**src/edhs_pkg.sv**
```systemverilog
`timescale 1ns / 1ps

package edhs_pkg;

   localparam int TABLE_LOG2_DEF = 12;
   localparam int INDEX_BITS_DEF = 16;

   // hash key layout: smaller index in the upper half
   localparam int KEY_W     = 32;
   localparam int KEY_SHIFT = 16;

   localparam logic [KEY_W-1:0] HASH_MULT = 32'd2654435761;

   localparam int CSR_W   = 4;
   localparam int ACT_W   = 5;
   localparam int STATUS_W = 3;

   localparam logic [CSR_W-1:0] SIZE_LOG2_MIN   = 4'd4;
   localparam logic [CSR_W-1:0] SIZE_LOG2_RESET = 4'd12;

endpackage

```
**src/edhs_hash.sv**
```systemverilog
`timescale 1ns / 1ps

module edhs_hash #(
   parameter int TABLE_LOG2 = edhs_pkg::TABLE_LOG2_DEF
) (
   input  logic                        clock,
   input  logic [edhs_pkg::KEY_W-1:0]  key,
   input  logic [TABLE_LOG2-1:0]       mask,
   output logic [TABLE_LOG2-1:0]       slot
);

   logic [TABLE_LOG2-1:0] prod;
   logic [TABLE_LOG2-1:0] slot_ff;

   // only the low product bits survive the mask, so multiply just those
   always_comb begin
      prod = TABLE_LOG2'(key) * TABLE_LOG2'(edhs_pkg::HASH_MULT);
   end

   always_ff @(posedge clock) begin
      slot_ff <= prod & mask;
   end

   assign slot = slot_ff;

endmodule

```
**config.mk**
```make
export PLATFORM = sky130hd
export DESIGN_NAME = edhs_hash
export DESIGN_NICKNAME = d
export VERILOG_FILES = /design/src/edhs_pkg.sv /design/src/edhs_hash.sv
export SDC_FILE = /design/constraint.sdc
export NUM_CORES = 1
export LEC_CHECK = 0
export BUFFER_PORTS_ARGS = -buffer_cell sky130_fd_sc_hd__buf_2
export CORE_MARGIN = 1.5
export CORE_UTILIZATION = 49
export CTS_CLUSTER_SIZE = 28
export DETAILED_ROUTE_END_ITERATION = 8
export PLACE_DENSITY = 0.85
export RECOVER_POWER = 25
export SKIP_LAST_GASP = 1
export SLEW_MARGIN = 20
export SYNTH_ARGS = -nofsm -noshare
export SYNTH_HDL_FRONTEND = slang
export SYNTH_SLANG_ARGS = --single-unit
```
**constraint.sdc**
```tcl
create_clock -name clock -period 5.6 [get_ports clock]
set_input_delay 0.56 -clock clock [delete_from_list [all_inputs] [get_ports clock]]
set_output_delay 0.56 -clock clock [all_outputs]
set_load 0.01 [all_outputs]
```
==> results of run 1 <==
stage by stage:
step,std cells,utilization,cell area (sq um)
4_1_cts,167,0.6294,1379
5_1_grt,167,0.6265,1373
3_3_place_gp,163,0.6128,1343
2_1_floorplan,99,-,1127
6_report,167,0.6265,1373
3_5_place_dp,163,0.6128,1343
per-layer routing:
metal	up-vias	GRT usage	routed length, um
met5	-	0	0
met4	0	0.1081	55
met3	5	0.02632	55
met2	19	0.3463	1076
met1	373	0.1884	738
li1	403	-	-
where the power goes:
part	total, uW	internal [uW]	switching, uW
combinational	294	154	140
sequential	109	106	3.51
clock	68.9	39.6	29.3
final cells by class:
type / count / share of cell area
clock buffers: 4 / 0.02644
inverters: 13 / 0.03555
multi-input cells: 74 / 0.6108
flip-flops and latches: 12 / 0.1750
well taps: 28 / 0.02552
repair buffers: 36 / 0.1267
placed cells by master, fill, tap and decap left out:
cell type,netlist,routed
a21o_1,2,2
a21oi_1,4,4
and2_0,0,1
and2_1,13,12
buf_2,0,31
clkbuf_1,0,5
clkbuf_4,0,3
clkbuf_8,0,1
dfxtp_1,12,12
fa_1,8,8
ha_1,30,30
inv_1,13,13
nand2_1,1,1
o21ai_4,1,1
xnor2_1,6,6
xnor2_2,1,1
xnor3_1,2,2
xor2_1,6,6
cell families (layout without fill, tap and decap cells):
| group | after synthesis | count (layout) | synth area share |
|---|---|---|---|
| buf+inv | 13 | 53 | 0.04329 |
| fa+ha+maj | 38 | 38 | 0.4750 |
| xor+xnor | 15 | 15 | 0.1476 |
| compound gates | 7 | 7 | 0.04551 |
| simple gates | 14 | 14 | 0.07547 |
| flops | 12 | 12 | 0.2131 |
final timing paths:
check  startpoint       end  slack, ns  cells past startpoint
max        key[0]  slot[11]       1.83                     15
min      mask[11]  slot[11]       0.48                      2
==> run_results.csv, run 1 <==
group,metric,value,unit
outcome,status,"completed",
place,io_buffers,36,
drt,wire_per_inst,11.52,um
place,hpwl,1651,um
critical_path,critPathLaunchType,"input port",
yosys,synth-main-ff-cell,"dfxtp_1",
flow_run,max-cap-violations,0,
global_route,grt_max_degree,8,
pwr,ir_drop,0.2201,mV
timing,finalSetupViolCount,0,
drt,antenna_left,0,
cts,postCtsHoldBufs,0,
timing,holdWs,0.4781,ns
timing,tns,0,ns
hold_path,min_path_type,"input port to flop",
layout,layout-drive-gt1-share,0.2662,
pwr,p_leak,0.0007768,uW
global_route,overflow,0,
pwr,powerDensity,343.5,nW/um^2
drt,dr.pass1.iters,4,
critical_path,end_kind,"flop",
timing,fmax,265.5,MHz
yosys,async_flop_share,0,
yosys,synth_top_area_cell,"ha_1",
layout,antenna_cells,0,
cts,cts_setup_buffers,0,
timing,timing.final.ws_setup,1.834,ns
cts,path_clk_slew,0.07,ns
floorplanning,core_area,2191,sq um
yosys,seq_area_frac_synth,0.2131,
yosys,netlist_instances,99,
floorplanning,die_w,50.97,um
place,routabilityCongestion,0.7759,
layout,multi_input_area,838.3,sq um
critical_path,arrival,3.94,ns
global_route,grt_util_all_layers,0.1833,
critical_path,slowest_stage,"fa_1",
yosys,yosys_warnings,0,
cts,cts_root_buf,"clkbuf_4",
timing,slew_headroom,0.7518,
floorplanning,die_area,2597,sq um
critical_path,path_class,"input port to flop",
yosys,netlist_area,1127,sq um
yosys,synth-edff-count,0,
critical_path,crit_top_cell,"inv_1",
yosys,yosysMostFrequentCell,"ha_1",
layout,layout.nets,223,
cts,h-tree-depth,1,
floorplanning,dieHeight,50.97,um
global_route,antenna_found_initial,0,
yosys,synth_top_area_frac,0.3330,
timing,rsz0062_at_grt,"no",
timing,period_minus_slack,3.766,ns
layout,syn2layout_area_growth,21.75,%
cts,cts_sinks,12,
yosys,synthDistinctLibCells,13,
cts,clk_path_buf_depth,2,
layout,regArea,240.2,sq um
pwr,power,471.5,uW
yosys,ys_seq_elements,12,
floorplanning,start_util,0.5146,
timing,worst_pin_slew,0.3723,ns
critical_path,critPathMaxFanout,5,
critical_path,crit_chain,"clkbuf_1 > ha_1 > inv_1 > fa_1 > inv_1 > ha_1 > fa_1 > inv_1 > fa_1 > inv_1 > ha_1 > nand2_1 > o21ai_4 > xnor2_1 > and2_1",
timing,hold_violations,0,
floorplanning,io_pins,57,
critical_path,max_stage_delay,0.55,ns
critical_path,cp_top_family,"adder cells",
yosys,netlist_top_cells_count,"30 x ha_1, 13 x and2_1, 13 x inv_1, 12 x dfxtp_1, 8 x fa_1",
timing,finalCritPeriodShare,0.6725,
cts,numCtsBuffers,3,
cts,cts-resized-gates,0,
drt,wirelength,1924,um
timing,slew_violations,0,
yosys,synth.area.top_cells,"ha_1 33%, dfxtp_1 21%, fa_1 14%",
global_route,grt_pass1_vias,827,
drt,drt_iter0_drc,5,
drt,avgViaCountPerCell,4.790,
drt,vias,800,
layout,fillCellCount,172,
critical_path,crit_required,5.78,ns
global_route,grt_pass1_wl,3408,um
layout,largest_reg_flops,12,
cts,cts_tree,"yes",
place,pre_cts_slack,1.668,ns
critical_path,crit_buf_inv,5,
drt,drc_errors,0,
yosys,avgSynthCellArea,11.39,sq um
yosys,syn-num-nets,182,
floorplanning,row_count,17,
(Power assumes the default switching activity.)
==> run 2, diff against run 1 <==
--- a/config.mk
+++ b/config.mk
@@ -5,12 +5,13 @@
 export SDC_FILE = /design/constraint.sdc
 export NUM_CORES = 1
 export LEC_CHECK = 0
+export ABC_AREA = 1
 export BUFFER_PORTS_ARGS = -buffer_cell sky130_fd_sc_hd__buf_2
 export CORE_MARGIN = 1.5
-export CORE_UTILIZATION = 49
+export CORE_UTILIZATION = 46
 export CTS_CLUSTER_SIZE = 28
 export DETAILED_ROUTE_END_ITERATION = 8
-export PLACE_DENSITY = 0.85
+export PLACE_DENSITY = 0.8
 export RECOVER_POWER = 25
 export SKIP_LAST_GASP = 1
 export SLEW_MARGIN = 20
==> constraint.sdc (replaced) <==
create_clock -name clock -period 3.6 [get_ports clock]
set_input_delay 0.36 -clock clock [delete_from_list [all_inputs] [get_ports clock]]
set_output_delay 0.36 -clock clock [all_outputs]
set_load 0.01 [all_outputs]
==> run_results.csv, run 2 <==
group,metric,value,unit
floorplanning,dieHeight,53.89,um
cts,cts_root_buf,"clkbuf_4",
yosys,netlist_top_cells_count,"34 x inv_1, 30 x ha_1, 28 x nand2_1, 12 x dfxtp_1, 8 x fa_1",
yosys,syn-num-nets,226,
layout,final_cell_mix,"35 x buf_2, 32 x inv_1, 27 x nand2_1, 26 x ha_1, 12 x dfxtp_1",
yosys,netlist_area,1191,sq um
floorplanning,row_count,18,
layout,largest_reg_flops,12,
cts,clk_path_buf_depth,2,
floorplanning,io_pins,57,
yosys,synth.area.top_cells,"ha_1 32%, dfxtp_1 20%, fa_1 13%",
timing,tns,0,ns
drt,wl_met1,1015,um
place,hpwl,2155,um
place,io_buffers,36,
critical_path,end_kind,"flop",
critical_path,critPathMaxFanout,3,
drt,vias,1072,
floorplanning,die_w,53.89,um
global_route,overflow,0,
place,routabilityCongestion,0.8147,
timing,finalSetupViolCount,0,
drt,top_layer,"met4",
timing,period_minus_slack,3.456,ns
cts,numCtsBuffers,3,
drt,drt_iter0_drc,11,
yosys,avgSynthCellArea,8.330,sq um
yosys,yosys_warnings,0,
global_route,grt_pass1_vias,993,
timing,hold_violations,0,
floorplanning,core_area,2455,sq um
yosys,synth-edff-count,0,
pwr,p_leak,0.0009618,uW
drt,wire_per_inst,11.73,um
global_route,antenna_found_initial,0,
layout,syn2layout_area_growth,34.45,%
drt,routed-wl-met2,1472,um
critical_path,critPathLaunchType,"input port",
yosys,netlist_instances,143,
critical_path,worstSetupStartpoint,"key[5]",
cts,h-tree-depth,1,
yosys,ys_seq_elements,12,
critical_path,path_class,"input port to flop",
cts,path_clk_slew,0.09,ns
place,pre_cts_slack,-0.2744,ns
drt,dr.pass1.iters,5,
yosys,synthDistinctLibCells,14,
cts,postCtsHoldBufs,0,
yosys,synth_top_area_cell,"ha_1",
timing,fmax,289.4,MHz
global_route,grt_pass1_wl,3912,um
outcome,status,"completed",
flow_run,max-cap-violations,0,
timing,finalCritPeriodShare,0.9599,
drt,antenna_left,0,
yosys,synth_top_area_frac,0.3151,
layout,antenna_cells,0,
layout,utilization,0.6524,
drt,drc_errors,0,
layout,layout.nets,280,
yosys,yosysMostFrequentCell,"inv_1",
cts,cts_tree,"yes",
drt,avgViaCountPerCell,4.743,
hold_path,holdPathStages,3,
layout,layout-drive-gt1-share,0.3214,
critical_path,crit_required,3.82,ns
layout,layout_commonest_cell,"buf_2",
cts,cts_sinks,12,
global_route,grt_util_all_layers,0.1891,
yosys,seq_area_frac_synth,0.2017,
hold_path,whs_endpoint,"slot[0]",
critical_path,arrival,3.68,ns
global_route,grt_max_degree,8,
hold_path,hold_path_startpoint,"mask[0]",
yosys,async_flop_share,0,
timing,slew_headroom,0.8033,
pwr,ir_drop,0.4086,mV
timing,timing.final.ws_setup,0.1443,ns
drt,routed-wl-met3,104,um
yosys,synth-main-ff-cell,"dfxtp_1",
timing,slew_violations,0,
timing,worst_pin_slew,0.2941,ns
drt,wirelength,2652,um
hold_path,min_path_type,"input port to flop",
floorplanning,start_util,0.4852,
floorplanning,die_area,2904,sq um
pwr,powerDensity,534.2,nW/um^2
-- run 2: area by class of cell --
class / count / area, sq um
clock buffer: 4 / 36.28
fill: 206 / 853.3
inverter: 34 / 127.6
multi-input combinational: 97 / 890.9
sequential: 12 / 240.2
tap: 30 / 37.54
timing repair buffer: 49 / 269.0
-- run 2: layer usage --
layer / vias up / GRT usage
li1: 548 / -
met1: 487 / 0.2000
met2: 29 / 0.3699
met3: 8 / 0.03333
met4: 0 / 0.05983
met5: - / 0
-- run 2: kinds of logic after synthesis --
family / count (synthesis) / share of synthesized area
compound gates: 10 / 0.04517
xor+xnor: 8 / 0.05882
fa+ha+maj: 38 / 0.4496
buf+inv: 34 / 0.1071
flops: 12 / 0.2017
simple gates: 41 / 0.1376
-- run 2: worst max-delay path: stages --
cell and delay, ns:
buf_2 0.12, ha_1 0.26, inv_1 0.05, fa_1 0.52, inv_2 0.05, ha_4 0.23
fa_1 0.52, inv_1 0.06, fa_2 0.55, inv_1 0.07, ha_4 0.27, nand2_2 0.05
o21ai_1 0.12, nor2_1 0.08, inv_1 0.06, nand2_1 0.06, nand2_1 0.06, nand2_1 0.06
a21oi_2 0.12
-- run 2: how the worst max path moves through the flow --
stage          cells past startpoint  slack, ns  endpoint
3_5_place_dp                      18      -0.27  slot[11]
4_1_cts                           17       0.03  slot[11]
2_1_floorplan                     17       0.02  slot[11]
3_3_place_gp                      18      -0.22  slot[11]
6_report                          19       0.14  slot[11]
5_1_grt                           18     -0.006  slot[11]
-- run 2: stage by stage --
step                total power, uW  hold WS [ns]  cell area, sq um  cells
global placement              620.3        0.5384              1506    222
detailed placement            646.3        0.5430              1506    222
CTS                           773.1        0.2625              1555    226
global route                  933.5        0.2665              1602    226
finish                        855.6        0.2656              1602    226
floorplan                     489.0        0.4535              1191    143
-- run 2: where the power goes --
part / leakage (uW) / internal (uW) / switching (uW)
logic: 0.000841 / 275 / 301
clock network: 0.0000210 / 61.4 / 50.2
registers: 0.000100 / 163 / 5.46
total: 0.000962 / 499 / 357
-- run 2: timing repair --
action / 4_1_cts / 5_1_grt
endpoints found under the setup margin: 1 / 1
resized for setup: 1 / 11
pin swaps: 1 / 7
setup buffers: 0 / 0
==> run 3, diff against run 2 <==
--- a/config.mk
+++ b/config.mk
@@ -6,12 +6,12 @@
 export NUM_CORES = 1
 export LEC_CHECK = 0
 export ABC_AREA = 1
-export BUFFER_PORTS_ARGS = -buffer_cell sky130_fd_sc_hd__buf_2
 export CORE_MARGIN = 1.5
-export CORE_UTILIZATION = 46
+export CORE_UTILIZATION = 60
 export CTS_CLUSTER_SIZE = 28
 export DETAILED_ROUTE_END_ITERATION = 8
-export PLACE_DENSITY = 0.8
+export DONT_BUFFER_PORTS = 1
+export PLACE_DENSITY = 0.76
 export RECOVER_POWER = 25
 export SKIP_LAST_GASP = 1
 export SLEW_MARGIN = 20
==> run_results.csv, run 3 (synthesized netlist as in run 2, its figures left out) <==
group,metric,value,unit
timing,hold_violations,0,
floorplanning,dieHeight,47.56,um
place,hpwl,1935,um
critical_path,worstSetupStartpoint,"key[4]",
drt,avgViaCountPerCell,5.011,
critical_path,arrival,3.66,ns
critical_path,critPathMaxFanout,3,
layout,layout-drive-gt1-share,0.07895,
drt,antenna_left,0,
global_route,grt_max_degree,8,
pwr,ir_drop,0.3286,mV
flow_run,max-cap-violations,0,
floorplanning,io_pins,57,
pwr,switching_share,0.4146,
floorplanning,die_w,47.56,um
critical_path,critPathLaunchType,"input port",
drt,drt_iter0_drc,9,
cts,path_clk_slew,0.08,ns
timing,period_minus_slack,3.440,ns
place,placed_area,1260,sq um
cts,cts_tree,"yes",
hold_path,hold_path_startpoint,"mask[0]",
timing,slew_violations,0,
pwr,internal_power,418.3,uW
pwr,clkPwrFrac,0.152,
critical_path,crit_buf_inv,5,
timing,finalSetupViolCount,0,
pwr,combPwrFrac,0.585,
pwr,powerDensity,545.9,nW/um^2
drt,wire_per_inst,12.16,um
layout,layout_commonest_cell,"inv_1",
place,pre_cts_slack,-0.2160,ns
floorplanning,core_area,1802,sq um
drt,wirelength,2152,um
outcome,status,"completed",
cts,h-tree-depth,1,
critical_path,crit_chain,"ha_1 > inv_1 > fa_1 > inv_1 > ha_4 > fa_1 > inv_1 > fa_1 > inv_1 > ha_1 > nand2_1 > o21ai_0 > nor2_1 > inv_1 > nand2_1 > nand3_1 > a21oi_2",
floorplanning,start_util,0.6611,
timing,holdWs,0.1734,ns
drt,dr.pass1.iters,3,
layout,multi_input_area,835.8,sq um
layout,syn2layout_area_growth,9.874,%
timing,rsz0062_at_grt,"no",
layout,largest_reg_flops,12,
critical_path,max_stage_delay,0.54,ns
cts,cts_sinks,12,
cts,numCtsBuffers,3,
layout,final_area,1309,sq um
pwr,p_sw,296.2,uW
hold_path,min_path_type,"input port to flop",
layout,antenna_cells,0,
global_route,grt_util_all_layers,0.2196,
place,routabilityCongestion,0.8025,
critical_path,crit_required,3.82,ns
timing,finalCritPeriodShare,0.9556,
layout,final_cell_mix,"34 x inv_1, 29 x ha_1, 28 x nand2_1, 12 x dfxtp_1, 8 x fa_1",
critical_path,cp_top_family,"adder cells",
cts,clk_path_buf_depth,2,
layout,layout.nets,236,
drt,drc_errors,0,
floorplanning,row_count,15,
place,io_buffers,0,
critical_path,path_class,"input port to flop",
pwr,p_seq_frac,0.263,
cts,cts_root_buf,"clkbuf_4",
layout,fillCellCount,148,
timing,fmax,290.7,MHz
global_route,overflow,0,
pwr,p_leak,0.0007850,uW
timing,worst_pin_slew,0.2351,ns
global_route,grt_pass1_wl,3318,um
drt,vias,887,
floorplanning,die_area,2261,sq um
timing,slew_headroom,0.8416,
layout,regArea,240.2,sq um
timing,timing.final.ws_setup,0.1599,ns
critical_path,slowest_stage,"fa_1",
global_route,antenna_found_initial,0,
critical_path,crit_top_cell,"inv_1",
global_route,grt_pass1_vias,860,
critical_path,end_kind,"flop",
## run 3: cell count changes in the layout (fill, tap and decap cells not counted), sizes merged
cell	before	now
buf	45	5
clkbuf	8	4
## run 3: per-stage QoR
step / instances / TNS [ns] / power [uW] / utilization
floorplan: 143 / 0 / 489.0 / -
global placement: 173 / -0.07927 / 576.0 / 0.6993
detailed placement: 173 / -0.2882 / 607.6 / 0.6993
CTS: 177 / 0 / 717.7 / 0.7194
global route: 177 / 0 / 797.1 / 0.7264
finish: 177 / 0 / 714.5 / 0.7264
## run 3: routing by layer
metal | up-vias | track usage | routed length [um]
met5 | - | 0 | 0
met4 | 0 | 0.06486 | 40
met3 | 7 | 0.08679 | 174
met2 | 31 | 0.4297 | 1099
met1 | 387 | 0.2075 | 838
li1 | 462 | - | -
## run 3: layout make-up
type                    count  share of cell area
multi-input cells          97              0.6386
well taps                  25             0.02390
clock buffers               4             0.02772
inverters                  34             0.09751
flip-flops and latches     12              0.1836
repair buffers              5             0.02868
## run 3: repair_timing
action	CTS	global route
buffers inserted	0	0
hold buffers	0	0
setup endpoints to repair	0	1
gates resized for setup	0	1
## run 3: power groups by stage
stage | Clock [uW] | Sequential, uW | Combinational, uW
5_1_grt | 114 | 193 | 490
2_1_floorplan | 0 | 189 | 300
3_3_place_gp | 0 | 190 | 385
4_1_cts | 111 | 189 | 417
6_report | 109 | 188 | 418
3_5_place_dp | 0 | 192 | 415
## run 3: path summary, 6_finish.rpt
path,end,slack [ns],depth (start not counted)
hold / removal,slot[0],0.17,2
setup / recovery,slot[11],0.16,17
